File: config.mk
export PLATFORM = sky130hd
export DESIGN_NAME = volume_fade_ramp
export DESIGN_NICKNAME = d
export VERILOG_FILES = /design/src/rtl/vfr_pkg.sv /design/src/rtl/vfr_muldiv.sv /design/src/rtl/volume_fade_ramp.sv
export SDC_FILE = /design/constraint.sdc
export NUM_CORES = 1
export LEC_CHECK = 0
export ABC_AREA = 1
export CAP_MARGIN = 20
export CORE_AREA = 2 2 213 268
export DETAILED_ROUTE_END_ITERATION = 12
export DIE_AREA = 0 0 215 270
export DONT_BUFFER_PORTS = 1
export GPL_ROUTABILITY_DRIVEN = 0
export PLACE_DENSITY = 0.75
export SLEW_MARGIN = 15
export SYNTH_ARGS = -nofsm -noshare
export SYNTH_HDL_FRONTEND = slang
export SYNTH_SLANG_ARGS = --single-unit
File: constraint.sdc
create_clock -name clock -period 9.15 [get_ports clock]
set_input_delay 1.3725 -clock clock [delete_from_list [all_inputs] [get_ports clock]]
set_output_delay 1.3725 -clock clock [all_outputs]
set_load 0.03 [all_outputs]
File: src/rtl/vfr_pkg.sv
package vfr_pkg;

   // field and state widths
   localparam int VOL_W    = 23;
   localparam int FRAC_W   = 16;
   localparam int TGT_W    = 7;
   localparam int TIME_W   = 16;
   localparam int PERIOD_W = 16;
   localparam int STEP_W   = 25;
   localparam int MASK_W   = 6;
   localparam int OUT_CH   = 6;
   localparam int PROD_W   = VOL_W + PERIOD_W;
   localparam int QUO_W    = STEP_W - 1;
   localparam int CNT_W    = 5;

   localparam logic [VOL_W-1:0]        FULL_SCALE   = 23'd8323072;
   localparam logic [PERIOD_W-1:0]     PERIOD_RESET = 16'd16;
   localparam logic signed [STEP_W-1:0] STEP_MAX    = 25'sh0FFFFFF;
   localparam logic signed [STEP_W-1:0] STEP_MIN    = 25'sh1000000;

   // command codes
   localparam logic CMD_START = 1'b0;
   localparam logic CMD_TICK  = 1'b1;

   typedef enum logic [2:0] {
      ST_IDLE,
      ST_START,
      ST_WAIT,
      ST_TICK,
      ST_OUT
   } fade_state_type;

   typedef enum logic [1:0] {
      MD_IDLE,
      MD_MUL,
      MD_CHK,
      MD_DIV
   } md_state_type;

   typedef struct packed {
      logic                start;
      logic [VOL_W-1:0]    mag;
      logic [PERIOD_W-1:0] period;
      logic [TIME_W-1:0]   duration;
   } md_req_type;

   typedef struct packed {
      logic             done;
      logic             sat;
      logic [QUO_W-1:0] quo;
   } md_rsp_type;

endpackage

File: src/rtl/vfr_muldiv.sv
// bit-serial |diff| * period / duration: shift-add multiply, then restoring divide
module vfr_muldiv (
   input  logic               clock,
   input  logic               reset,
   input  vfr_pkg::md_req_type md_req,
   output vfr_pkg::md_rsp_type md_rsp
);
   import vfr_pkg::*;

   localparam logic [CNT_W-1:0] MUL_LAST = CNT_W'(PERIOD_W - 1);
   localparam logic [CNT_W-1:0] DIV_LAST = CNT_W'(QUO_W - 1);

   md_state_type        state_ff, state_in;
   logic [CNT_W-1:0]    cnt_ff, cnt_in;
   logic [VOL_W-1:0]    mag_ff, mag_in;
   logic [TIME_W-1:0]   dur_ff, dur_in;
   logic [PROD_W-1:0]   prod_ff, prod_in;
   logic [TIME_W-1:0]   rem_ff, rem_in;
   logic [QUO_W-1:0]    quo_ff, quo_in;
   logic                sat_ff, sat_in;
   logic                done_ff, done_in;

   logic [VOL_W:0]      mul_sum;
   logic [TIME_W:0]     trial;
   logic [TIME_W:0]     trial_diff;

   // control registers
   always_ff @(posedge clock) begin
      if (reset) begin
         state_ff <= MD_IDLE;
         done_ff  <= 1'b0;
      end else begin
         state_ff <= state_in;
         done_ff  <= done_in;
      end
   end

   // datapath registers
   always_ff @(posedge clock) begin
      cnt_ff  <= cnt_in;
      mag_ff  <= mag_in;
      dur_ff  <= dur_in;
      prod_ff <= prod_in;
      rem_ff  <= rem_in;
      quo_ff  <= quo_in;
      sat_ff  <= sat_in;
   end

   // one multiplier bit or one quotient bit per cycle
   always_comb begin
      state_in   = state_ff;
      cnt_in     = cnt_ff;
      mag_in     = mag_ff;
      dur_in     = dur_ff;
      prod_in    = prod_ff;
      rem_in     = rem_ff;
      quo_in     = quo_ff;
      sat_in     = sat_ff;
      done_in    = 1'b0;
      mul_sum    = {1'b0, prod_ff[PROD_W-1:PERIOD_W]}
                 + (prod_ff[0] ? {1'b0, mag_ff} : '0);
      trial      = {rem_ff, quo_ff[QUO_W-1]};
      trial_diff = trial - {1'b0, dur_ff};
      unique case (state_ff)
         MD_IDLE: begin
            if (md_req.start) begin
               mag_in   = md_req.mag;
               dur_in   = md_req.duration;
               prod_in  = {{VOL_W{1'b0}}, md_req.period};
               cnt_in   = '0;
               state_in = MD_MUL;
            end
         end
         MD_MUL: begin
            prod_in = {mul_sum, prod_ff[PERIOD_W-1:1]};
            cnt_in  = cnt_ff + 1'b1;
            if (cnt_ff == MUL_LAST) begin
               state_in = MD_CHK;
            end
         end
         MD_CHK: begin
            // quotient of 2^24 or more saturates, so the divide needs 24 bits only
            sat_in = {1'b0, prod_ff} >= {dur_ff, {QUO_W{1'b0}}};
            rem_in = {1'b0, prod_ff[PROD_W-1:QUO_W]};
            quo_in = prod_ff[QUO_W-1:0];
            cnt_in = '0;
            if ({1'b0, prod_ff} >= {dur_ff, {QUO_W{1'b0}}}) begin
               done_in  = 1'b1;
               state_in = MD_IDLE;
            end else begin
               state_in = MD_DIV;
            end
         end
         MD_DIV: begin
            if (trial >= {1'b0, dur_ff}) begin
               rem_in = trial_diff[TIME_W-1:0];
               quo_in = {quo_ff[QUO_W-2:0], 1'b1};
            end else begin
               rem_in = trial[TIME_W-1:0];
               quo_in = {quo_ff[QUO_W-2:0], 1'b0};
            end
            cnt_in = cnt_ff + 1'b1;
            if (cnt_ff == DIV_LAST) begin
               done_in  = 1'b1;
               state_in = MD_IDLE;
            end
         end
         default: begin
            state_in = MD_IDLE;
         end
      endcase
   end

   assign md_rsp.done = done_ff;
   assign md_rsp.sat  = sat_ff;
   assign md_rsp.quo  = quo_ff;

endmodule

File: src/rtl/volume_fade_ramp.sv
// channel   direction  ports                                          handshake
// req       in         req_command, req_target_volume, req_fade_time  req_valid / req_stall
// rsp       out        rsp_volume_ch0..5, rsp_fading_mask             rsp_valid / rsp_stall
// csr       in         csr_wr_data (timer_period)                     csr_wr_en, no wait
//
// one word at a time; req_stall is high from accept until the result is loaded
// start with nonzero fade time: each channel in turn through one shared serial unit (launch,
// 16 multiply bits, range check, 24 quotient bits, write back); a saturating channel skips
// the quotient bits
// start with zero fade time: all channels set at once; tick: one channel a cycle
// the result register frees the core: a new word is taken while rsp_stall holds one
// synchronous reset; no clearing pass is needed
module volume_fade_ramp #(
   parameter int CHANNELS = 6
) (
   input  logic                             clock,
   input  logic                             reset,
   input  logic                             req_valid,
   output logic                             req_stall,
   input  logic                             req_command,
   input  logic [vfr_pkg::TGT_W-1:0]        req_target_volume,
   input  logic [vfr_pkg::TIME_W-1:0]       req_fade_time,
   output logic                             rsp_valid,
   input  logic                             rsp_stall,
   output logic [vfr_pkg::VOL_W-1:0]        rsp_volume_ch0,
   output logic [vfr_pkg::VOL_W-1:0]        rsp_volume_ch1,
   output logic [vfr_pkg::VOL_W-1:0]        rsp_volume_ch2,
   output logic [vfr_pkg::VOL_W-1:0]        rsp_volume_ch3,
   output logic [vfr_pkg::VOL_W-1:0]        rsp_volume_ch4,
   output logic [vfr_pkg::VOL_W-1:0]        rsp_volume_ch5,
   output logic [vfr_pkg::MASK_W-1:0]       rsp_fading_mask,
   input  logic                             csr_wr_en,
   input  logic [vfr_pkg::PERIOD_W-1:0]     csr_wr_data
);
   import vfr_pkg::*;

   localparam int CH_W = (CHANNELS > 1) ? $clog2(CHANNELS) : 1;
   localparam logic [CH_W-1:0] CH_LAST = CH_W'(CHANNELS - 1);

   fade_state_type             state_ff, state_in;
   logic [CH_W-1:0]            idx_ff, idx_in;
   logic [PERIOD_W-1:0]        period_ff, period_in;
   logic [VOL_W-1:0]           target_ff, target_in;
   logic [TIME_W-1:0]          dur_ff, dur_in;
   logic                       neg_ff, neg_in;
   logic                       nz_ff, nz_in;
   logic [VOL_W-1:0]           vol_ff [CHANNELS];
   logic [VOL_W-1:0]           vol_in [CHANNELS];
   logic signed [STEP_W-1:0]   step_ff [CHANNELS];
   logic signed [STEP_W-1:0]   step_in [CHANNELS];

   logic                       rsp_valid_ff, rsp_valid_in;
   logic [VOL_W-1:0]           rsp_vol_ff [OUT_CH];
   logic [VOL_W-1:0]           rsp_vol_in [OUT_CH];
   logic [MASK_W-1:0]          rsp_mask_ff, rsp_mask_in;

   logic [VOL_W-1:0]           vol_view [OUT_CH];
   logic [MASK_W-1:0]          mask_view;

   md_req_type                 md_req;
   md_rsp_type                 md_rsp;

   logic signed [VOL_W:0]      diff;
   logic [VOL_W:0]             diff_abs;
   logic [QUO_W-1:0]           quo_fix;
   logic signed [STEP_W-1:0]   quo_step;
   logic signed [STEP_W-1:0]   cur_step;
   logic signed [STEP_W:0]     tick_sum;
   logic signed [STEP_W:0]     tgt_wide;
   logic                       tick_done;
   logic                       out_free;

   // shared serial multiply / divide
   vfr_muldiv u_muldiv (
      .clock  (clock),
      .reset  (reset),
      .md_req (md_req),
      .md_rsp (md_rsp)
   );

   // control registers
   always_ff @(posedge clock) begin
      if (reset) begin
         state_ff     <= ST_IDLE;
         period_ff    <= PERIOD_RESET;
         target_ff    <= FULL_SCALE;
         rsp_valid_ff <= 1'b0;
         for (int c = 0; c < CHANNELS; c++) begin
            vol_ff[c]  <= FULL_SCALE;
            step_ff[c] <= '0;
         end
      end else begin
         state_ff     <= state_in;
         period_ff    <= period_in;
         target_ff    <= target_in;
         rsp_valid_ff <= rsp_valid_in;
         for (int c = 0; c < CHANNELS; c++) begin
            vol_ff[c]  <= vol_in[c];
            step_ff[c] <= step_in[c];
         end
      end
   end

   // payload registers
   always_ff @(posedge clock) begin
      idx_ff      <= idx_in;
      dur_ff      <= dur_in;
      neg_ff      <= neg_in;
      nz_ff       <= nz_in;
      rsp_mask_ff <= rsp_mask_in;
      for (int c = 0; c < OUT_CH; c++) begin
         rsp_vol_ff[c] <= rsp_vol_in[c];
      end
   end

   // reported view: absent channels read zero
   always_comb begin
      mask_view = '0;
      for (int c = 0; c < OUT_CH; c++) begin
         if (c < CHANNELS) begin
            vol_view[c]  = vol_ff[c];
            mask_view[c] = (step_ff[c] != '0);
         end else begin
            vol_view[c] = '0;
         end
      end
   end

   // difference of the selected channel to the target, as sign and magnitude
   always_comb begin
      diff     = $signed({1'b0, target_ff}) - $signed({1'b0, vol_ff[idx_ff]});
      diff_abs = diff[VOL_W] ? -diff : diff;
   end

   // quotient to signed step: one-lsb floor for tiny steps, saturation
   always_comb begin
      quo_fix = (md_rsp.quo == '0 && nz_ff) ? QUO_W'(1) : md_rsp.quo;
      if (md_rsp.sat) begin
         quo_step = neg_ff ? STEP_MIN : STEP_MAX;
      end else if (neg_ff) begin
         quo_step = -$signed({1'b0, quo_fix});
      end else begin
         quo_step = $signed({1'b0, quo_fix});
      end
   end

   // tick on the selected channel
   always_comb begin
      cur_step  = step_ff[idx_ff];
      tick_sum  = $signed({3'b000, vol_ff[idx_ff]}) + $signed({cur_step[STEP_W-1], cur_step});
      tgt_wide  = $signed({3'b000, target_ff});
      tick_done = cur_step[STEP_W-1] ? (tick_sum <= tgt_wide) : (tick_sum >= tgt_wide);
   end

   assign out_free = !rsp_valid_ff || !rsp_stall;

   // sequencer
   always_comb begin
      state_in     = state_ff;
      idx_in       = idx_ff;
      period_in    = csr_wr_en ? csr_wr_data : period_ff;
      target_in    = target_ff;
      dur_in       = dur_ff;
      neg_in       = neg_ff;
      nz_in        = nz_ff;
      vol_in       = vol_ff;
      step_in      = step_ff;
      rsp_valid_in = rsp_valid_ff && rsp_stall;
      rsp_vol_in   = rsp_vol_ff;
      rsp_mask_in  = rsp_mask_ff;
      req_stall    = 1'b1;

      md_req.start    = 1'b0;
      md_req.mag      = diff_abs[VOL_W-1:0];
      md_req.period   = period_ff;
      md_req.duration = dur_ff;

      unique case (state_ff)
         ST_IDLE: begin
            req_stall = 1'b0;
            if (req_valid) begin
               idx_in = '0;
               dur_in = req_fade_time;
               if (req_command == CMD_TICK) begin
                  state_in = ST_TICK;
               end else begin
                  target_in = {req_target_volume, {FRAC_W{1'b0}}};
                  if (req_fade_time == '0) begin
                     // immediate set of every channel
                     for (int c = 0; c < CHANNELS; c++) begin
                        vol_in[c]  = {req_target_volume, {FRAC_W{1'b0}}};
                        step_in[c] = '0;
                     end
                     state_in = ST_OUT;
                  end else begin
                     state_in = ST_START;
                  end
               end
            end
         end
         ST_START: begin
            md_req.start = 1'b1;
            neg_in       = diff[VOL_W];
            nz_in        = (diff != '0);
            state_in     = ST_WAIT;
         end
         ST_WAIT: begin
            if (md_rsp.done) begin
               step_in[idx_ff] = quo_step;
               if (idx_ff == CH_LAST) begin
                  state_in = ST_OUT;
               end else begin
                  idx_in   = idx_ff + 1'b1;
                  state_in = ST_START;
               end
            end
         end
         ST_TICK: begin
            if (cur_step != '0) begin
               if (tick_done) begin
                  vol_in[idx_ff]  = target_ff;
                  step_in[idx_ff] = '0;
               end else begin
                  vol_in[idx_ff] = tick_sum[VOL_W-1:0];
               end
            end
            if (idx_ff == CH_LAST) begin
               state_in = ST_OUT;
            end else begin
               idx_in = idx_ff + 1'b1;
            end
         end
         ST_OUT: begin
            if (out_free) begin
               rsp_valid_in = 1'b1;
               rsp_vol_in   = vol_view;
               rsp_mask_in  = mask_view;
               state_in     = ST_IDLE;
            end
         end
         default: begin
            state_in = ST_IDLE;
         end
      endcase
   end

   assign rsp_valid       = rsp_valid_ff;
   assign rsp_volume_ch0  = rsp_vol_ff[0];
   assign rsp_volume_ch1  = rsp_vol_ff[1];
   assign rsp_volume_ch2  = rsp_vol_ff[2];
   assign rsp_volume_ch3  = rsp_vol_ff[3];
   assign rsp_volume_ch4  = rsp_vol_ff[4];
   assign rsp_volume_ch5  = rsp_vol_ff[5];
   assign rsp_fading_mask = rsp_mask_ff;

endmodule

* Word level (Yosys, flattened, before mapping)
Cells that the tools add are included.
Storage, ports and cells: register bits 607, logic and storage cells 173, bits in writable memories 0, ROM bits 0, output and inout bits 146, bits in latches 0, memories 0
Operators by class: shift operators 0, div/mod/pow operators 0, bitwise gates (word level) 4, order comparisons 6, equal/unequal tests 21, multiply operators 0, muxes and demuxes 65, add/sub/neg operators 8, reductions and logical operators 33
Operator list (number):
- 150-bit 2-to-1 mux | 6
- 138-bit 2-to-1 mux | 5
- 150-bit one-hot mux with 3 select lines | 1
- 138-bit bitwise mux | 2
- 138-bit one-hot mux with 2 select lines | 1
- 25-bit nonzero test | 7
- 150-bit bitwise AND | 1
- 150-bit bitwise mux | 1
- 25-bit 2-to-1 mux | 6
- 150-bit NOT | 1
- 23-bit 2-to-1 mux | 5
- 39-bit one-hot mux with 2 select lines | 1
- 25-bit binary-select mux with 3-bit select | 1
- 25-bit demux with 3-bit select | 1
- 23-bit binary-select mux with 3-bit select | 1
- 23-bit demux with 3-bit select | 1
- 24-bit one-hot mux with 2 select lines | 1
- 39-bit by 40-bit greater-or-equal comparator with 1-bit output | 1
- 39-bit 2-to-1 mux | 1
- 16-bit one-hot mux with 2 select lines | 1
- 3-bit 2-to-1 mux | 10
- 24-bit by 25-bit adder with 26-bit output | 1
- 26-bit by 24-bit greater-or-equal comparator with 1-bit output | 1
- 26-bit by 24-bit <= comparator with 1-bit output | 1
- 47 further kinds | 79

* Depth between registers and ports, before layout
depth after elaboration 10, mapped depth 40

* By module
From an unflattened synthesis, not the netlist that was laid out.
Unflattened totals: cells, all modules 4555, area, all modules 33840.0 µm²
By module, submodules not included:
- volume_fade_ramp | cells an instance 3558, times used 1, seq. area each 11260.8 µm², area an instance 25717.2 µm²
- vfr_muldiv | cells an instance 997, times used 1, seq. area each 3783.6 µm², area an instance 8122.8 µm²

* Worst setup path before layout
Ideal clock, no wire load.
kind input -> register, from input rsp_stall, to register rsp_mask_ff[0], in the netlist rsp_fading_mask[0] (enable), path slack 1.054 ns, required time 8.501 ns, library setup time 0.649 ns, arrival 7.447 ns, stages 3, cells stage by stage nand2_1 > inv_1 > nor2_1
On the way: longest elaborated chain between the ends 3
Ends and longest elaborated chain:
- from (decl) | line volume_fade_ramp.sv:24 | input logic rsp_stall,
- 1-bit zero test | line volume_fade_ramp.sv:155 | assign out_free = !rsp_valid_ff || !rsp_stall;
- 1-bit logical OR | line volume_fade_ramp.sv:155
- 2-bit AND reduction (no source line)
- to (signal assigned) | line volume_fade_ramp.sv:110 | rsp_mask_ff <= rsp_mask_in;
- to (decl) | line volume_fade_ramp.sv:55 | logic [MASK_W-1:0] rsp_mask_ff, rsp_mask_in;
No other way between the ends. A chain may end at the register's enable or synchronous reset.

* Worst setup path after layout
from register idx_ff[0], to register step_ff[124] (netlist bit)
On the way: longest elaborated chain between the ends 10
Ends and longest elaborated chain:
- from (decl) | line volume_fade_ramp.sv:41 | logic [CH_W-1:0] idx_ff, idx_in;
- from (signal assigned) | line volume_fade_ramp.sv:106 | idx_ff <= idx_in;
- 3-bit NOT with 4-bit output (implied by the code) *
- parallel branches: the longest is 9 deep, another holds 24-bit by 25-bit adder with 26-bit output
- to (signal, indexed assignment) | line volume_fade_ramp.sv:99 | step_ff[c] <= step_in[c];
- to (decl) | line volume_fade_ramp.sv:49 | logic signed [STEP_W-1:0] step_ff [CHANNELS];
Mark *: on every way between the ends. The select of a mux whose other input is x is not followed.

==> impl_metrics.json <==
{
  "outcome": "finished, final reports clean",
  "io_pins": 191,
  "vias": 30200,
  "wl_per_cell_um": 20.5,
  "cts.clk_slew.worst_paths_ps": 70,
  "die_w_um": 215,
  "start_util_pct": 59.4,
  "worst_path_max_delay_cell": "edfxtp_1",
  "clock_latency_ps": 650,
  "num_rows": 97,
  "drv_cap": 0,
  "nets": 4373,
  "worstSetupPathType": "reg2reg",
  "die-area_um2": 58100,
  "clock_skew_ps": 32.2,
  "layout_common_cells": "nand2_1, nor2_1, inv_1",
  "overflow": 0,
  "maxSlewHeadroom_pct": 22.8,
  "grt_pass1_vias": 27900,
  "synthArstFlopShare_pct": 0,
  "irDropWorstVdd_v": 0.000544,
  "p_leak_uw": 0.0148,
  "synth_flop_cell": "dfxtp_1",
  "avgSynthCellArea_um2": 7.61,
  "drive_above_1_share_pct": 5.42,
  "cts-hold-fix-buffers": 0,
  "synth_edf_count": 289,
  "cts_buffers": 58,
  "syn_inst": 4337,
  "cp-start-kind": "flip-flop",
  "ys_ff_latch": 607,
  "hold_viol": 0,
  "setup_tns_ps": 0,
  "die_h_um": 270,
  "fp.coreArea_um2": 55600,
  "yosysSeqAreaShare_pct": 45.6,
  "cts.htree.levels": 2,
  "clock-root-buffer": "clkbuf_16",
  "layout_commonest_cell": "nand2_1",
  "rsz0062_at_grt": "false",
  "antenna_found_initial": 1,
  "final_area_um2": 35300,
  "clock-sinks": 607,
  "ant_nets": 0,
  "slowest_delay_ps": 770,
  "grt_max_degree": 166,
  "finalWirelength_mm": 103,
  "postCtsSetupRepairBufs": 0,
  "insertedDiodeCount": 0,
  "slew_viol_final": 0,
  "final_util_pct": 63.5,
  "fmax_mhz": 138,
  "post-route-min-period_ps": 7230,
  "dp_hpwl_mm": 72.0,
  "crit_fanout": 67,
  "period_share_pct": 79.0,
  "hp-class": "reg2reg",
  "dr.pass1.iters": 7,
  "drc": 0,
  "cpMostUsedCell": "nand2_1",
  "dp_cells": 4908,
  "cts_tree": "yes",
  "gr-usage-all-layers_pct": 34.6,
  "cts_resized": 0,
  "grt_pass1_wl_mm": 158,
  "place_ws_ps": 2110,
  "drt_iter0_drc": 3438,
  "yosysWarnings": 0,
  "portBuffers": 0,
  "critPathRequiredTime_ps": 9700,
  "placed_cell_area_um2": 33200,
  "vias_per_cell": 6.01,
  "tightest_slew_ps": 1150,
  "p_per_area_nw_per_um2": 363,
  "area_growth_pct": 6.91,
  "fin_cells": 5019,
  "finalSetupViolations": 0,
  "netlist_area_um2": 33000,
  "setup_slack_ps": 1920,
  "netlist-cell-type-count": 59,
  "cts_buffer_depth": 3,
  "crit_path_end_kind": "flip-flop",
  "arrival_ps": 7770,
  "synth_nets": 4482
}
-- where the power goes --
group	leakage, uW	total [uW]	internal [uW]	switching, uW
clock network	0.00100	2640	1520	1120
logic	0.00873	6210	1760	4450
registers	0.00512	3960	3480	475
-- path summary, 6_finish.rpt --
path | slack (ps) | depth (start not counted) | end | from
setup / recovery | 1920 | 32 | step_ff[124]$_SDFFE_PP0P_ | idx_ff[0]$_SDFFCE_PN0P_
hold / removal | 420 | 0 | u_muldiv.dur_ff[13]$_DFFE_PP_ | dur_ff[13]$_DFFE_PP_
setup reg to reg | 1920 | 32 | step_ff[124]$_SDFFE_PP0P_ | idx_ff[0]$_SDFFCE_PN0P_
hold reg to reg | 420 | 0 | u_muldiv.dur_ff[13]$_DFFE_PP_ | dur_ff[13]$_DFFE_PP_
-- worst max-delay path, delay by kind of cell (launching register included) --
kind            cells  cell delay (ps)
buf+inv             8             2070
xor+xnor            1              310
fa+ha+maj           2              790
simple gates       16             2400
compound gates      5              770
flops               1              770
-- metal layers --
layer | vias up | share of wire [%] | track usage [%]
met3 | 417 | 9.0 | 5.79
met2 | 1604 | 45 | 55.7
met4 | 2 | 8.1 | 24.2
met5 | - | 0.018 | 0
li1 | 14200 | - | -
met1 | 13900 | 38 | 42.4
-- cell usage after synthesis (7+ instances only) --
library cell / n / share of area [%]
clkbuf_1: 119 / 1.4
nand4_1: 72 / 1.4
nor2_1: 516 / 5.9
inv_2: 15 / 0.17
o21ai_1: 83 / 1.3
edfxtp_1: 289 / 26
buf_6: 17 / 0.58
nor4_1: 42 / 0.80
ha_1: 97 / 3.7
buf_2: 48 / 0.73
nand3_1: 274 / 4.2
nand2_1: 1098 / 12
dfxtp_1: 318 / 19
buf_4: 11 / 0.25
o22ai_1: 16 / 0.30
nor3_1: 33 / 0.50
nor2_2: 25 / 0.47
o21ai_0: 232 / 3.5
nand2_2: 9 / 0.17
inv_1: 392 / 4.5
nor3_2: 7 / 0.21
o211ai_1: 28 / 0.64
xor2_1: 33 / 0.88
a21oi_1: 390 / 5.9
nand3b_1: 22 / 0.50
buf_8: 10 / 0.45
xnor2_1: 30 / 0.80
a22oi_1: 31 / 0.71
-- kinds of logic (layout without fill, tap and decap cells) --
logic type	Yosys count	in the layout	share of synthesized area (%)
simple gates	2128	2128	27.5
compound gates	818	818	13.2
buf+inv	620	560	8.10
flops	607	607	45.6
fa+ha+maj	100	100	3.86
xor+xnor	64	64	1.72
-- flip-flops by register name, summed over array words and instances, names as in the netlist, 5 cells and up --
signal            count
rsp_volume_ch3       23
u_muldiv.cnt_ff       5
u_muldiv.rem_ff      16
u_muldiv.quo_ff      24
rsp_volume_ch4       23
u_muldiv.dur_ff      16
vol_ff              138
rsp_volume_ch0       23
target_ff             7
dur_ff               16
u_muldiv.prod_ff     39
period_ff            16
u_muldiv.mag_ff      23
rsp_volume_ch1       23
step_ff             150
rsp_volume_ch2       23
rsp_fading_mask       6
rsp_volume_ch5       23
-- cell type report --
class                      instances  area [um^2]
sequential                       607        15000
timing repair buffer              40          350
clock buffer                      65         1520
tap                              742          928
fill                            4939        20300
clock inverter                    44          566
multi-input combinational       3110        15300
inverter                         411         1550
-- per-stage QoR --
step / hold WS (ps) / total power (uW)
6_report: 421 / 12800
5_1_grt: 434 / 13600
4_1_cts: 427 / 12700
3_5_place_dp: 405 / 10000
3_3_place_gp: 401 / 9930
2_1_floorplan: 400 / 8540
Power figures use the tool's default switching activity.
